### src/design/sdlj_pkg.sv
// Shared types and constants for the signed decimal left-justify formatter.
package sdlj_pkg;

   localparam int MAG_W    = 32;
   localparam int FIELD_W  = 6;
   localparam int DIGIT_W  = 4;
   localparam int NDIG_W   = 4;
   localparam int MAX_DIGS = 10;
   localparam int DIGS_W   = MAX_DIGS * DIGIT_W;

   // Reciprocal of ten scaled by 2^35; exact floor quotient for any 32-bit value.
   localparam logic [MAG_W-1:0] RECIP_TEN   = 32'hCCCC_CCCD;
   localparam int               RECIP_SHIFT = 35;

   localparam logic [7:0] CHAR_ZERO  = 8'd48;
   localparam logic [7:0] CHAR_SPACE = 8'd32;
   localparam logic [7:0] CHAR_MINUS = 8'd45;

   // One converted item, handed from the front part to the back part.
   typedef struct packed {
      logic                neg;
      logic [FIELD_W-1:0]  zeros;
      logic [NDIG_W-1:0]   ndig;
      logic [DIGS_W-1:0]   digits;
      logic [FIELD_W-1:0]  total;
   } job_type;

endpackage

### src/design/sdlj_queue.sv
// Two-entry item queue between the front and back parts.
module sdlj_queue (
   input  logic                clock,
   input  logic                reset,
   input  logic                push,
   input  sdlj_pkg::job_type   push_job,
   input  logic                pop,
   output sdlj_pkg::job_type   pop_job,
   output logic                full,
   output logic                empty
);
   import sdlj_pkg::*;

   job_type      mem_ff [2];
   logic         wr_ptr_ff, wr_ptr_in;
   logic         rd_ptr_ff, rd_ptr_in;
   logic [1:0]   count_ff, count_in;

   assign full    = (count_ff == 2'd2);
   assign empty   = (count_ff == 2'd0);
   assign pop_job = mem_ff[rd_ptr_ff];

   // Pointer and fill count update.
   always_comb begin
      wr_ptr_in = push ? ~wr_ptr_ff : wr_ptr_ff;
      rd_ptr_in = pop ? ~rd_ptr_ff : rd_ptr_ff;
      count_in  = count_ff + 2'(push) - 2'(pop);
   end

   always_ff @(posedge clock) begin
      if (reset) begin
         wr_ptr_ff <= 1'b0;
         rd_ptr_ff <= 1'b0;
         count_ff  <= 2'd0;
      end else begin
         wr_ptr_ff <= wr_ptr_in;
         rd_ptr_ff <= rd_ptr_in;
         count_ff  <= count_in;
      end
   end

   always_ff @(posedge clock) begin
      if (push) begin
         mem_ff[wr_ptr_ff] <= push_job;
      end
   end

endmodule

### config.mk
export PLATFORM = sky130hd
export DESIGN_NAME = sdlj_queue
export DESIGN_NICKNAME = d
export VERILOG_FILES = /design/src/design/sdlj_pkg.sv /design/src/design/sdlj_queue.sv
export SDC_FILE = /design/constraint.sdc
export NUM_CORES = 1
export LEC_CHECK = 0
export ABC_AREA = 1
export ABC_CLOCK_PERIOD_IN_PS = 7500
export BUFFER_PORTS_ARGS = -buffer_cell sky130_fd_sc_hd__clkbuf_2
export CELL_PAD_IN_SITES_DETAIL_PLACEMENT = 1
export CELL_PAD_IN_SITES_GLOBAL_PLACEMENT = 2
export CORE_AREA = 2 2 96 144
export CTS_CLUSTER_DIAMETER = 100
export DETAILED_ROUTE_END_ITERATION = 10
export DIE_AREA = 0 0 98 146
export PLACE_DENSITY_LB_ADDON = 0.1
export SYNTH_ARGS = -nofsm -noshare
export SYNTH_HDL_FRONTEND = slang
export SYNTH_SLANG_ARGS = --single-unit
### constraint.sdc
create_clock -name clock -period 7.5 [get_ports clock]
set_clock_uncertainty 0.15 [all_clocks]
set_input_delay 0.375 -clock clock [delete_from_list [all_inputs] [get_ports clock]]
set_output_delay 0.375 -clock clock [all_outputs]
set_load 0.03 [all_outputs]
==> results.py <==
metrics = {
    "synth": {
        "ys_seq_area_share_pct": 79.1,
        "async_flop_share_pct": 0,
        "synth.avg_cell_area_um2": 21.4,
        "synth-edff-count": 114,
        "synth_nets": 271,
        "yosysWarnings": 0,
        "syn_inst": 208,
        "ys_ff_latch": 119,
        "synth_ff_type": "edfxtp_1",
        "syn_area_um2": 4460,
        "ys_types": 14,
    },
    "finish": {
        "final_util_pct": 47.0,
        "stdcell_area_um2": 6080,
        "multi_input_area_um2": 856,
        "final_common_cell": "clkbuf_2",
        "regArea_um2": 3530,
        "diodes": 0,
        "drive_above_1_share_pct": 53.8,
        "instances_no_fill": 542,
        "fillerInstances": 1279,
        "layout.nets": 434,
        "syn_to_final_growth_pct": 36.5,
        "final_cell_mix": "119 x clkbuf_2, 114 x edfxtp_1, 30 x mux2_4, 29 x dlygate4sd3_1, 27 x mux2_2",
    },
    "route": {
        "vias": 2387,
        "top_layer_used": "met4",
        "dr_wl_met2_um": 4620,
        "via_per_inst": 4.40,
        "drt-total-wl_um": 8420,
        "drtAntennaViolNets": 0,
        "wire_per_inst_um": 15.5,
        "drt_iter0_markers": 100,
        "wl_met3_um": 532,
        "drt-met1-wl_um": 3180,
        "drt-pass1-iter-count": 4,
        "drc": 0,
    },
    "clocking": {
        "clock-root-buffer": "clkbuf_16",
        "clockBufferDepth": 2,
        "post_cts.repair.setup_buffers": 0,
        "cts_tree": "done",
        "clk_pin_slew_ns": 0.05,
        "h-tree-depth": 4,
        "cts_buffers": 17,
        "insertion_delay_ns": 0.40,
        "holdBufCountCts": 29,
        "cts_resized": 0,
        "cts.sinks": 119,
    },
    "sta": {
        "tightest_slew_ns": 0.974,
        "min_period_ns": 2.55,
        "hold_viol": 0,
        "max_freq_ghz": 0.392,
        "setup_viol_count_final": 0,
        "fin_crit_sh_pct": 34.0,
        "finalSetupTns_ns": 0,
        "rsz0062_at_grt": "false",
        "slew_violations": 0,
        "maxSlewHeadroom_pct": 35.1,
    },
    "power": {
        "seqPwrFrac_pct": 44.4,
        "power.density_nw_per_um2": 294,
        "power_frac_comb_pct": 12.0,
        "intPower_mw": 1.38,
        "swShare_pct": 23.1,
        "power_leakage_nw": 2.42,
        "clockPowerShare_pct": 43.6,
        "switching_power_mw": 0.413,
        "max-vdd-ir-drop_uv": 142,
    },
    "global_routing": {
        "gr-usage-all-layers_pct": 12.6,
        "grt_pass1_vias": 2727,
        "antenna_found_initial": 0,
        "grt_pass1_wl_um": 13600,
        "grt_overflow": 0,
        "grt_max_degree": 58,
    },
    "place": {
        "io_buffers": 119,
        "gp_congestion": 0.717,
        "dpl.cell_count": 482,
        "hpwlAfterDp_um": 5390,
        "placed_area_um2": 5220,
    },
    "floorplanning": {
        "row_count": 51,
        "coreArea_um2": 13000,
        "dieArea_um2": 14300,
        "initial_core_util_pct": 34.4,
        "dieWidth_um": 98,
        "pin_count": 120,
        "die_h_um": 146,
    },
    "worst_setup_path": {
        "worstSetupEndpointType": "output port",
        "cp.arrival_ns": 2.03,
        "cp_max_fo": 57,
        "required_ns": 6.97,
        "start_kind": "register",
        "crit_type": "reg -> out",
    },
    "worst_hold_path": {
        "hold_class": "in -> reg",
    },
    "status": {
        "status": "finished, final reports clean",
    },
    "flow_run": {
        "max_cap_violations": 0,
    },
}
critical path: stages, from the launching register on:
cell and delay [ns]:
dfxtp_4 1.00, mux2_2 0.43, clkbuf_2 0.19
cells by family after synthesis:
| kind of cell | share of synthesized area (%) |
|---|---|
| simple gates | 1.23 |
| compound gates | 0.112 |
| xor+xnor | 0.197 |
| buf+inv | 1.91 |
| flops | 79.1 |
| fa+ha+maj | 0.561 |
| mux | 16.9 |
synth_stat cells (2+ instances only):
master / count / area share (%)
nor2_1: 8 / 0.67
edfxtp_1: 114 / 77
ha_1: 2 / 0.56
buf_6: 4 / 1.0
mux2_2: 27 / 6.8
mux2_4: 30 / 10
dfxtp_1: 5 / 2.2
buf_2: 2 / 0.22
inv_1: 8 / 0.67
nand2_1: 4 / 0.34
power groups by stage:
stage	Combinational, mW	Clock [mW]	Sequential (mW)
2_1_floorplan	0.158	0	0.792
3_3_place_gp	0.206	0	0.807
3_5_place_dp	0.208	0	0.809
4_1_cts	0.220	0.806	0.795
5_1_grt	0.231	0.831	0.799
6_report	0.215	0.781	0.794
state kept, by name, summed over array words and instances (netlist names), named ones only:
register   flops
mem_ff       114
count_ff       2
rd_ptr_ff      1
wr_ptr_ff      1
worst paths after layout:
path | slack (ns) | cells after the start | to | startpoint
max | 4.95 | 2 | pop_job[0] | register
min | 0.02 | 1 | mem_ff[0][18] | push_job[18]
max reg2reg | 5.52 | 3 | mem_ff[1][32] | wr_ptr_ff
min reg2reg | 0.36 | 2 | register | rd_ptr_ff
cell type report:
| cell class | instances | share of cell area, % |
|---|---|---|
| flip-flops and latches | 119 | 58.0 |
| repair buffers | 150 | 14.8 |
| multi-input cells | 75 | 14.1 |
| clock buffers | 21 | 7.24 |
| well taps | 159 | 3.27 |
| clock inverters | 10 | 2.14 |
| inverters | 8 | 0.494 |
metrics by stage:
step	setup WS [ns]	power, mW	hold WS [ns]
6_report	4.95	1.79	0.0198
5_1_grt	4.82	1.86	0.000692
4_1_cts	4.85	1.82	0.00000516
3_5_place_dp	5.27	1.02	0.358
3_3_place_gp	5.29	1.01	0.346
2_1_floorplan	4.07	0.949	0.296
layer usage:
metal / GRT usage (%) / vias up
met5: 0 / -
met1: 12.9 / 1161
li1: - / 1130
met4: 5.42 / 0
met3: 5.04 / 7
met2: 22.3 / 89
No activity file was read; power rests on OpenSTA's default activity.
