===== src/design/sdlj_pkg.sv =====
// Shared types and constants for the signed decimal left-justify formatter.
package sdlj_pkg;

   localparam int MAG_W    = 32;
   localparam int FIELD_W  = 6;
   localparam int DIGIT_W  = 4;
   localparam int NDIG_W   = 4;
   localparam int MAX_DIGS = 10;
   localparam int DIGS_W   = MAX_DIGS * DIGIT_W;

   // Reciprocal of ten scaled by 2^35; exact floor quotient for any 32-bit value.
   localparam logic [MAG_W-1:0] RECIP_TEN   = 32'hCCCC_CCCD;
   localparam int               RECIP_SHIFT = 35;

   localparam logic [7:0] CHAR_ZERO  = 8'd48;
   localparam logic [7:0] CHAR_SPACE = 8'd32;
   localparam logic [7:0] CHAR_MINUS = 8'd45;

   // One converted item, handed from the front part to the back part.
   typedef struct packed {
      logic                neg;
      logic [FIELD_W-1:0]  zeros;
      logic [NDIG_W-1:0]   ndig;
      logic [DIGS_W-1:0]   digits;
      logic [FIELD_W-1:0]  total;
   } job_type;

endpackage


===== src/design/sdlj_back.sv =====
// Back part: takes a converted item and emits its text one character per cycle.
module sdlj_back (
   input  logic                clock,
   input  logic                reset,
   input  logic                q_empty,
   input  sdlj_pkg::job_type   job,
   output logic                pop,
   output logic                rsp_strobe,
   output logic [7:0]          rsp_char_out,
   output logic                rsp_last
);
   import sdlj_pkg::*;

   logic                 active_ff, active_in;
   logic                 sign_ff, sign_in;
   logic [FIELD_W-1:0]   zeros_ff, zeros_in;
   logic [NDIG_W-1:0]    ndig_ff, ndig_in;
   logic [DIGS_W-1:0]    digits_ff, digits_in;
   logic [FIELD_W-1:0]   remain_ff, remain_in;
   logic                 strobe_ff, strobe_in;
   logic [7:0]           char_ff, char_in;
   logic                 last_ff, last_in;

   assign pop = !active_ff && !q_empty;

   // Pick the next character: sign, leading zeros, digits, then spaces.
   always_comb begin
      active_in = active_ff;
      sign_in   = sign_ff;
      zeros_in  = zeros_ff;
      ndig_in   = ndig_ff;
      digits_in = digits_ff;
      remain_in = remain_ff;
      strobe_in = 1'b0;
      char_in   = char_ff;
      last_in   = 1'b0;
      if (pop) begin
         active_in = 1'b1;
         sign_in   = job.neg;
         zeros_in  = job.zeros;
         ndig_in   = job.ndig;
         digits_in = job.digits;
         remain_in = job.total;
      end else if (active_ff) begin
         strobe_in = 1'b1;
         last_in   = (remain_ff == FIELD_W'(1));
         remain_in = remain_ff - FIELD_W'(1);
         if (last_in) begin
            active_in = 1'b0;
         end
         if (sign_ff) begin
            char_in = CHAR_MINUS;
            sign_in = 1'b0;
         end else if (zeros_ff != '0) begin
            char_in  = CHAR_ZERO;
            zeros_in = zeros_ff - FIELD_W'(1);
         end else if (ndig_ff != '0) begin
            char_in   = CHAR_ZERO + 8'(digits_ff[DIGS_W-1 -: DIGIT_W]);
            digits_in = digits_ff << DIGIT_W;
            ndig_in   = ndig_ff - NDIG_W'(1);
         end else begin
            char_in = CHAR_SPACE;
         end
      end
   end

   always_ff @(posedge clock) begin
      if (reset) begin
         active_ff <= 1'b0;
         strobe_ff <= 1'b0;
      end else begin
         active_ff <= active_in;
         strobe_ff <= strobe_in;
      end
      sign_ff   <= sign_in;
      zeros_ff  <= zeros_in;
      ndig_ff   <= ndig_in;
      digits_ff <= digits_in;
      remain_ff <= remain_in;
      char_ff   <= char_in;
      last_ff   <= last_in;
   end

   assign rsp_strobe   = strobe_ff;
   assign rsp_char_out = char_ff;
   assign rsp_last     = last_ff;

endmodule

===== config.mk =====
export PLATFORM = sky130hd
export DESIGN_NAME = sdlj_back
export DESIGN_NICKNAME = d
export VERILOG_FILES = /design/src/design/sdlj_pkg.sv /design/src/design/sdlj_back.sv
export SDC_FILE = /design/constraint.sdc
export NUM_CORES = 1
export LEC_CHECK = 0
export BUFFER_PORTS_ARGS = -buffer_cell sky130_fd_sc_hd__buf_2
export CAP_MARGIN = 40
export CORE_UTILIZATION = 50
export DETAILED_ROUTE_END_ITERATION = 7
export PLACE_DENSITY = 0.8
export RECOVER_POWER = 25
export SLEW_MARGIN = 25
export SYNTH_ARGS = -nofsm -noshare
export SYNTH_HDL_FRONTEND = slang
export SYNTH_SLANG_ARGS = --single-unit

===== constraint.sdc =====
create_clock -name clock -period 5.6 [get_ports clock]
set_input_delay 0.28 -clock clock [delete_from_list [all_inputs] [get_ports clock]]
set_output_delay 0.28 -clock clock [all_outputs]
set_load 0.02 [all_outputs]

==> summary.md, run 1 <==
| Metric | Value |
|---|---|
| Final setup vio count | `0` |
| Final Max Tran Viols | `28` |
| ANT cells | `0` |
| Yosys cell types | `28` |
| Flops & latches, synth | `65` |
| Status | `finished with violations` |
| PortBufs | `67` |
| Seq/Total Area, Yosys | `65.0%` |
| Reg clk slew, reported paths | `0.07 ns` |
| Vias per std cell | `5.00` |
| Syn_area_per_cell | `10.6 sq um` |
| Layout fillers | `473` |
| Wire per inst | `12.8 um` |
| Clock sinks | `65` |
| Met2 global-route usage | `32.4%` |
| Cells taking the most area after synthesis | `edfxtp_1 (63%), nand2_1 (15%), ha_1 (2.1%), xnor2_1 (2.1%), dfxtp_1 (2.0%)` |
| Worst Path Required | `5.32 ns` |
| # DRC | `0` |
| DR pass1 iterations | `4` |
| Gate Count Post-Synth | `280` |
| Number of cells upsized or downsized after cts | `0` |
| Most Crowded Layer GR | `met2` |
| Nets@finish | `411` |
| CTS tree | `built` |
| Failing checks | `max-capacitance violations, max-slew violations` |
| Leak | `1.57 nW` |
| First-pass GRT wire length | `8690 um` |
| Worst Max-Slew Pin Slew | `1.66 ns` |
| Period utilisation layout | `58.1%` |
| RSZ-0062 raised after global routing | `false` |
| Worst vdd ir | `200 uV` |
| Total wire length | `5410 um` |
| Antenna-violating nets left | `0` |
| Crit. End Element | `output port` |
| # rows | `27` |
| Worst-path fanout max | `30` |
| Core area | `5610 sq um` |
| Synth Flop Type | `edfxtp_1` |
| Initial antenna violation count | `0` |
| Rel. slew slack | `-11.0%` |
| Setup ws final | `2.35 ns` |
| CTS Buf Count | `9` |
| Global routing usage summed across all routing layers | `18.8%` |
| Setup TNS | `0 ns` |
| Final HPWL DP | `3700 um` |
| Pin count of the biggest net entering global routing | `45` |
| Worst setup SP type | `register` |
| I/O pin count | `71` |
| Longest Clk Path Bufs | `2` |
| Root buf cell | `clkbuf_8` |
| Hold WC Path Type | `primary input to register` |
| Routability congestion estimate from global placement | `0.738` |
| Final Instance Area | `3560 sq um` |
| CP arrival | `2.97 ns` |
| Place WS | `3.08 ns` |
| Min cycle time layout | `3.25 ns` |
| Vias in the first global route | `2035` |
| Max-Cap Viols | `1` |
| Max Fclk | `307 MHz` |
| Die area | `6220 sq um` |
| Hold-fix buffers, CTS | `0` |
| H-tree Lvls | `3` |
| Pwr dens | `330 nW/um^2` |
| Initial Utilization | `52.7%` |
| Post-CTS Setup Bufs | `0` |
| Async set or reset register ratio after synthesis | `0%` |
| Met1 Usage GRT | `21.8%` |
| Layout cells sized above 1 | `23.4%` |
| Post-synth EDFFs | `62` |
| Height of the die | `78.9 um` |
| Post-layout util | `63.5%` |
| Final Hold Fails | `0` |
| Post-synth top area share | `63.0%` |
| Worst skew pair latency | `0.33 ns` |
| R2R setup slack | `2.42 ns` |
| Post-Place Cell Area | `3360 sq um` |
| Met3 Usage GRT | `5.40%` |
| Synth warn | `0` |
| Die width | `78.9 um` |
| Sequential Area | `1920 sq um` |
| Starting DRT DRC Count | `122` |
| Area of the multi-input gates | `945 sq um` |
| Post-Syn Area | `2960 sq um` |
| Area Overhead vs Synth | `20.4%` |
| Clock skew | `0.00514 ns` |
| Via count | `2113` |
| Top cell type by total area after synthesis | `edfxtp_1` |
| Global route overflow | `0` |
| WS Path Type | `register to output port` |
[stage by stage]
stage               std cells  power [mW]  hold WS [ns]
floorplan                 281       0.720         0.352
global placement          406       0.759         0.489
detailed placement        407       0.769         0.492
CTS                       423        1.19         0.121
global route              423        1.23         0.119
finish                    423        1.18         0.141
[cell usage in the layout (no fill, tap or decap), drive strengths merged, types with 5 or more instances in the layout]
cell type and instances:
xnor2 7, buf 63, edfxtp 62, ha 5, a21oi 8, o21ai 11
inv 7, clkbuf 16, and2 5, nor2 12, nand2 115
[where the power goes]
part | internal [mW] | leakage, nW | total, mW | switching, mW
Combinational | 0.0614 | 0.836 | 0.144 | 0.0831
Clock | 0.246 | 0.104 | 0.417 | 0.171
Sequential | 0.593 | 0.627 | 0.615 | 0.0223
Total | 0.900 | 1.57 | 1.18 | 0.277
[metal layers]
layer / up-vias / wire (um) / share of wire, %
met4: 0 / 55 / 1.0
met5: - / 0 / 0
met2: 74 / 2720 / 50
li1: 1057 / - / -
met1: 977 / 2310 / 43
met3: 5 / 324 / 6.0
[synth_stat cells, drive strengths merged, types with 2 or more instances]
library cell	number
inv	7
o21ai	11
ha	5
nor3	2
xnor2	7
nor2	12
a31oi	2
nor3b	4
dfxtp	3
nand2	115
edfxtp	62
conb	2
a21oi	8
buf	9
or3	4
or2	3
a21o	3
and2	5
clkbuf	7
nand2b	3
[worst paths after layout]
kind / to / depth (start not counted) / from
max: pop / 4 / active_ff$_SDFF_PP0_
min: rsp_strobe$_SDFF_PP0_ / 2 / reset
max reg2reg: zeros_ff[4]$_DFFE_PP_ / 6 / active_ff$_SDFF_PP0_
min reg2reg: digits_ff[28]$_DFFE_PP_ / 2 / digits_ff[24]$_DFFE_PP_
[cell type report]
class | count | area share (%)
flip-flops and latches | 65 | 54.0
multi-input cells | 193 | 26.5
repair buffers | 70 | 10.4
clock buffers | 9 | 3.48
well taps | 72 | 2.53
clock inverters | 7 | 2.39
inverters | 7 | 0.738
[state kept, by name, summed over array words and instances, names as in the netlist]
register      flops
rsp_last          1
ndig_ff           4
sign_ff           1
rsp_strobe        1
digits_ff        40
remain_ff         6
rsp_char_out      5
zeros_ff          6
active_ff         1
[cells by family after synthesis]
group,share of synthesized area [%]
flops,65.0
other cells,0.254
compound gates,4.40
fa+ha+maj,2.12
xor+xnor,2.37
buf+inv,3.56
simple gates,22.3
[critical path, cell delays in order (launching register included)]
cell and delay [ns]:
dfxtp_1 0.52, or2_0 1.27, buf_16 0.26, inv_1 0.30, buf_2 0.28
Note: power is estimated with default switching activity, not from simulation.
==> run 2, diff against run 1 <==
--- a/config.mk
+++ b/config.mk
@@ -7,9 +7,9 @@
 export LEC_CHECK = 0
 export BUFFER_PORTS_ARGS = -buffer_cell sky130_fd_sc_hd__buf_2
 export CAP_MARGIN = 40
-export CORE_UTILIZATION = 50
+export CORE_UTILIZATION = 48
 export DETAILED_ROUTE_END_ITERATION = 7
-export PLACE_DENSITY = 0.8
+export PLACE_DENSITY = 0.81
 export RECOVER_POWER = 25
 export SLEW_MARGIN = 25
 export SYNTH_ARGS = -nofsm -noshare
==> constraint.sdc (replaced) <==
create_clock -name clock -period 2.9 [get_ports clock]
set_input_delay 0.145 -clock clock [delete_from_list [all_inputs] [get_ports clock]]
set_output_delay 0.145 -clock clock [all_outputs]
set_load 0.02 [all_outputs]
==> run 2 against run 1 <==
Against the previous run: the flow now finishes without violations; critical path depth did not move; non-clock buffer count rose by 3; worst setup slack got worse by 1.6 ns; flip-flop and latch count did not move; first-iteration DRC count fell by 6.6%; register-to-register slack got worse by 1.6 ns; die area rose by 4.1%; power rose by 92%; core utilization fell by 3.4 points; clock power rose by 91%; final cell count rose by 1.2%; global-route usage fell by 0.13 points; largest cell class unchanged.
==> summary.md, run 2 (same netlist as run 1, synthesis figures left out) <==
| Metric | Value |
|---|---|
| Status | `complete, no violations` |
| Final Hold Fails | `0` |
| Global route overflow | `0` |
| DR pass1 iterations | `4` |
| Clock sinks | `65` |
| Worst vdd ir | `465 uV` |
| Vias in the first global route | `2013` |
| CTS tree | `built` |
| Total wire length | `5390 um` |
| Layout cells sized above 1 | `23.5%` |
| Leak | `1.57 nW` |
| Via count | `2060` |
| Worst r2r src | `ndig_ff[0]$_DFFE_PP_` |
| Worst Path Required | `2.76 ns` |
| Final Max Tran Viols | `0` |
| Rel. slew slack | `56.8%` |
| Area Overhead vs Synth | `20.4%` |
| Routability congestion estimate from global placement | `0.711` |
| R2R depth | `6` |
| Wire per inst | `12.6 um` |
| Reg2reg end | `ndig_ff[0]$_DFFE_PP_` |
| # DRC | `0` |
| Nets@finish | `414` |
| ANT cells | `0` |
| Switch share | `23.1%` |
| Longest Clk Path Bufs | `2` |
| Commonest non-fill, non-tap cell in the layout | `nand2_1` |
| Core area | `5920 sq um` |
| Pin count of the biggest net entering global routing | `45` |
| Internal | `1.74 mW` |
| Die width | `80.5 um` |
| Hold path depth | `3` |
| PortBufs | `67` |
| Setup ws final | `0.700 ns` |
| CTS Buf Count | `9` |
| Biggest register | `digits_ff` |
| H-tree Lvls | `3` |
| Hold WC Path Type | `primary input to register` |
| Clk network pwr share | `35.2%` |
| CP arrival | `2.06 ns` |
| Antenna-violating nets left | `0` |
| Global routing usage summed across all routing layers | `18.6%` |
| Register share of total power | `52.6%` |
| Worst-path fanout max | `35` |
| Worst skew pair latency | `0.33 ns` |
| Period utilisation layout | `75.9%` |
| Number of cells upsized or downsized after cts | `0` |
| Comb pwr share | `12.2%` |
| WS Path Type | `register to output port` |
| Hold Slack | `0.0696 ns` |
| Setup TNS | `0 ns` |
| I/O pin count | `71` |
| RSZ-0062 raised after global routing | `false` |
| Post-layout util | `60.1%` |
| R2R setup slack | `0.86 ns` |
| Initial Utilization | `49.9%` |
| Hold Path End | `digits_ff[11]$_DFFE_PP_` |
| Final setup vio count | `0` |
| Post-CTS Setup Bufs | `0` |
| Leading registers by flop count | `digits_ff x40, remain_ff x6, zeros_ff x6` |
| Vias per std cell | `4.81` |
| Crit. End Element | `output port` |
| P_sw | `0.523 mW` |
| Reg clk slew, reported paths | `0.07 ns` |
| First-pass GRT wire length | `8910 um` |
| Final HPWL DP | `3670 um` |
| Max reg flops | `40` |
| Place WS | `0.864 ns` |
| Die area | `6480 sq um` |
| Min cycle time layout | `2.20 ns` |
| Worst setup SP type | `register` |
| Setup crit start | `active_ff$_SDFF_PP0_` |
| Root buf cell | `clkbuf_8` |
| Initial antenna violation count | `0` |
| # rows | `28` |
| Hold path startpoint | `job[17]` |
| Pwr dens | `635 nW/um^2` |
| Most frequent cells in the layout | `nand2_1 (115), edfxtp_1 (62), buf_2 (60), nor2_1 (12), o21ai_0 (10)` |
| Starting DRT DRC Count | `114` |
| Max Fclk | `454 MHz` |
| Max-Cap Viols | `0` |
| Hold-fix buffers, CTS | `1` |
| Worst Max-Slew Pin Slew | `0.647 ns` |
| Clock skew | `0.00686 ns` |
| Height of the die | `80.5 um` |
run 2: cell count changes in the layout (fill, tap and decap cells not counted):
cell,delta
clkinv_2,-1
dlygate4sd3_1,+1
clkbuf_1,+2
buf_4,+2
clkinvlp_4,-1
or2_2,+1
clkbuf_2,+1
buf_16,-1
clkinv_1,-1
or2_0,-1
run 2: final cells by class:
| cell class | count | area, sq um |
|---|---|---|
| Clock buffer | 11 | 131 |
| Fill cell | 489 | 2360 |
| Timing Repair Buffer | 73 | 372 |
| Multi-Input combinational cell | 193 | 945 |
| Sequential cell | 65 | 1920 |
| Inverter | 7 | 26.3 |
| Clock inverter | 4 | 68.8 |
| Tap cell | 75 | 93.8 |
run 2: how the worst max path moves through the flow:
stage                     cells past startpoint                         end
after detailed placement                      6     digits_ff[14]$_DFFE_PP_
after global routing                          4                         pop
after floorplan                               5  digits_ff[0]$_SDFFCE_PN0P_
after CTS                                     4                         pop
final                                         4                         pop
after global placement                        6     digits_ff[14]$_DFFE_PP_
run 2: power by group through the flow:
| stage | Sequential (mW) | Combinational, mW | Clock [mW] |
|---|---|---|---|
| finish | 1.19 | 0.276 | 0.796 |
| global route | 1.20 | 0.316 | 0.850 |
| CTS | 1.19 | 0.278 | 0.812 |
| detailed placement | 1.21 | 0.275 | 0 |
| global placement | 1.20 | 0.265 | 0 |
| floorplan | 1.20 | 0.185 | 0 |
run 2: critical path: stages, from the launching register on:
cell and delay, ns:
dfxtp_1 0.51, or2_2 0.60, inv_1 0.13, buf_4 0.26, buf_2 0.19
run 2: metrics by stage:
step	total power [mW]	std cells	cell area (sq um)
2_1_floorplan	1.39	281	2960
3_3_place_gp	1.47	411	3350
3_5_place_dp	1.48	411	3350
4_1_cts	2.28	427	3560
5_1_grt	2.36	428	3560
6_report	2.26	428	3560
run 2: layer usage:
layer  GRT usage [%]  vias to the layer above  share of wire [%]
li1                -                     1063                  -
met1            23.7                      915                 45
met2            29.4                       72                 47
met3            5.80                       10                6.5
met4            7.68                        0                1.5
met5               0                        -                  0
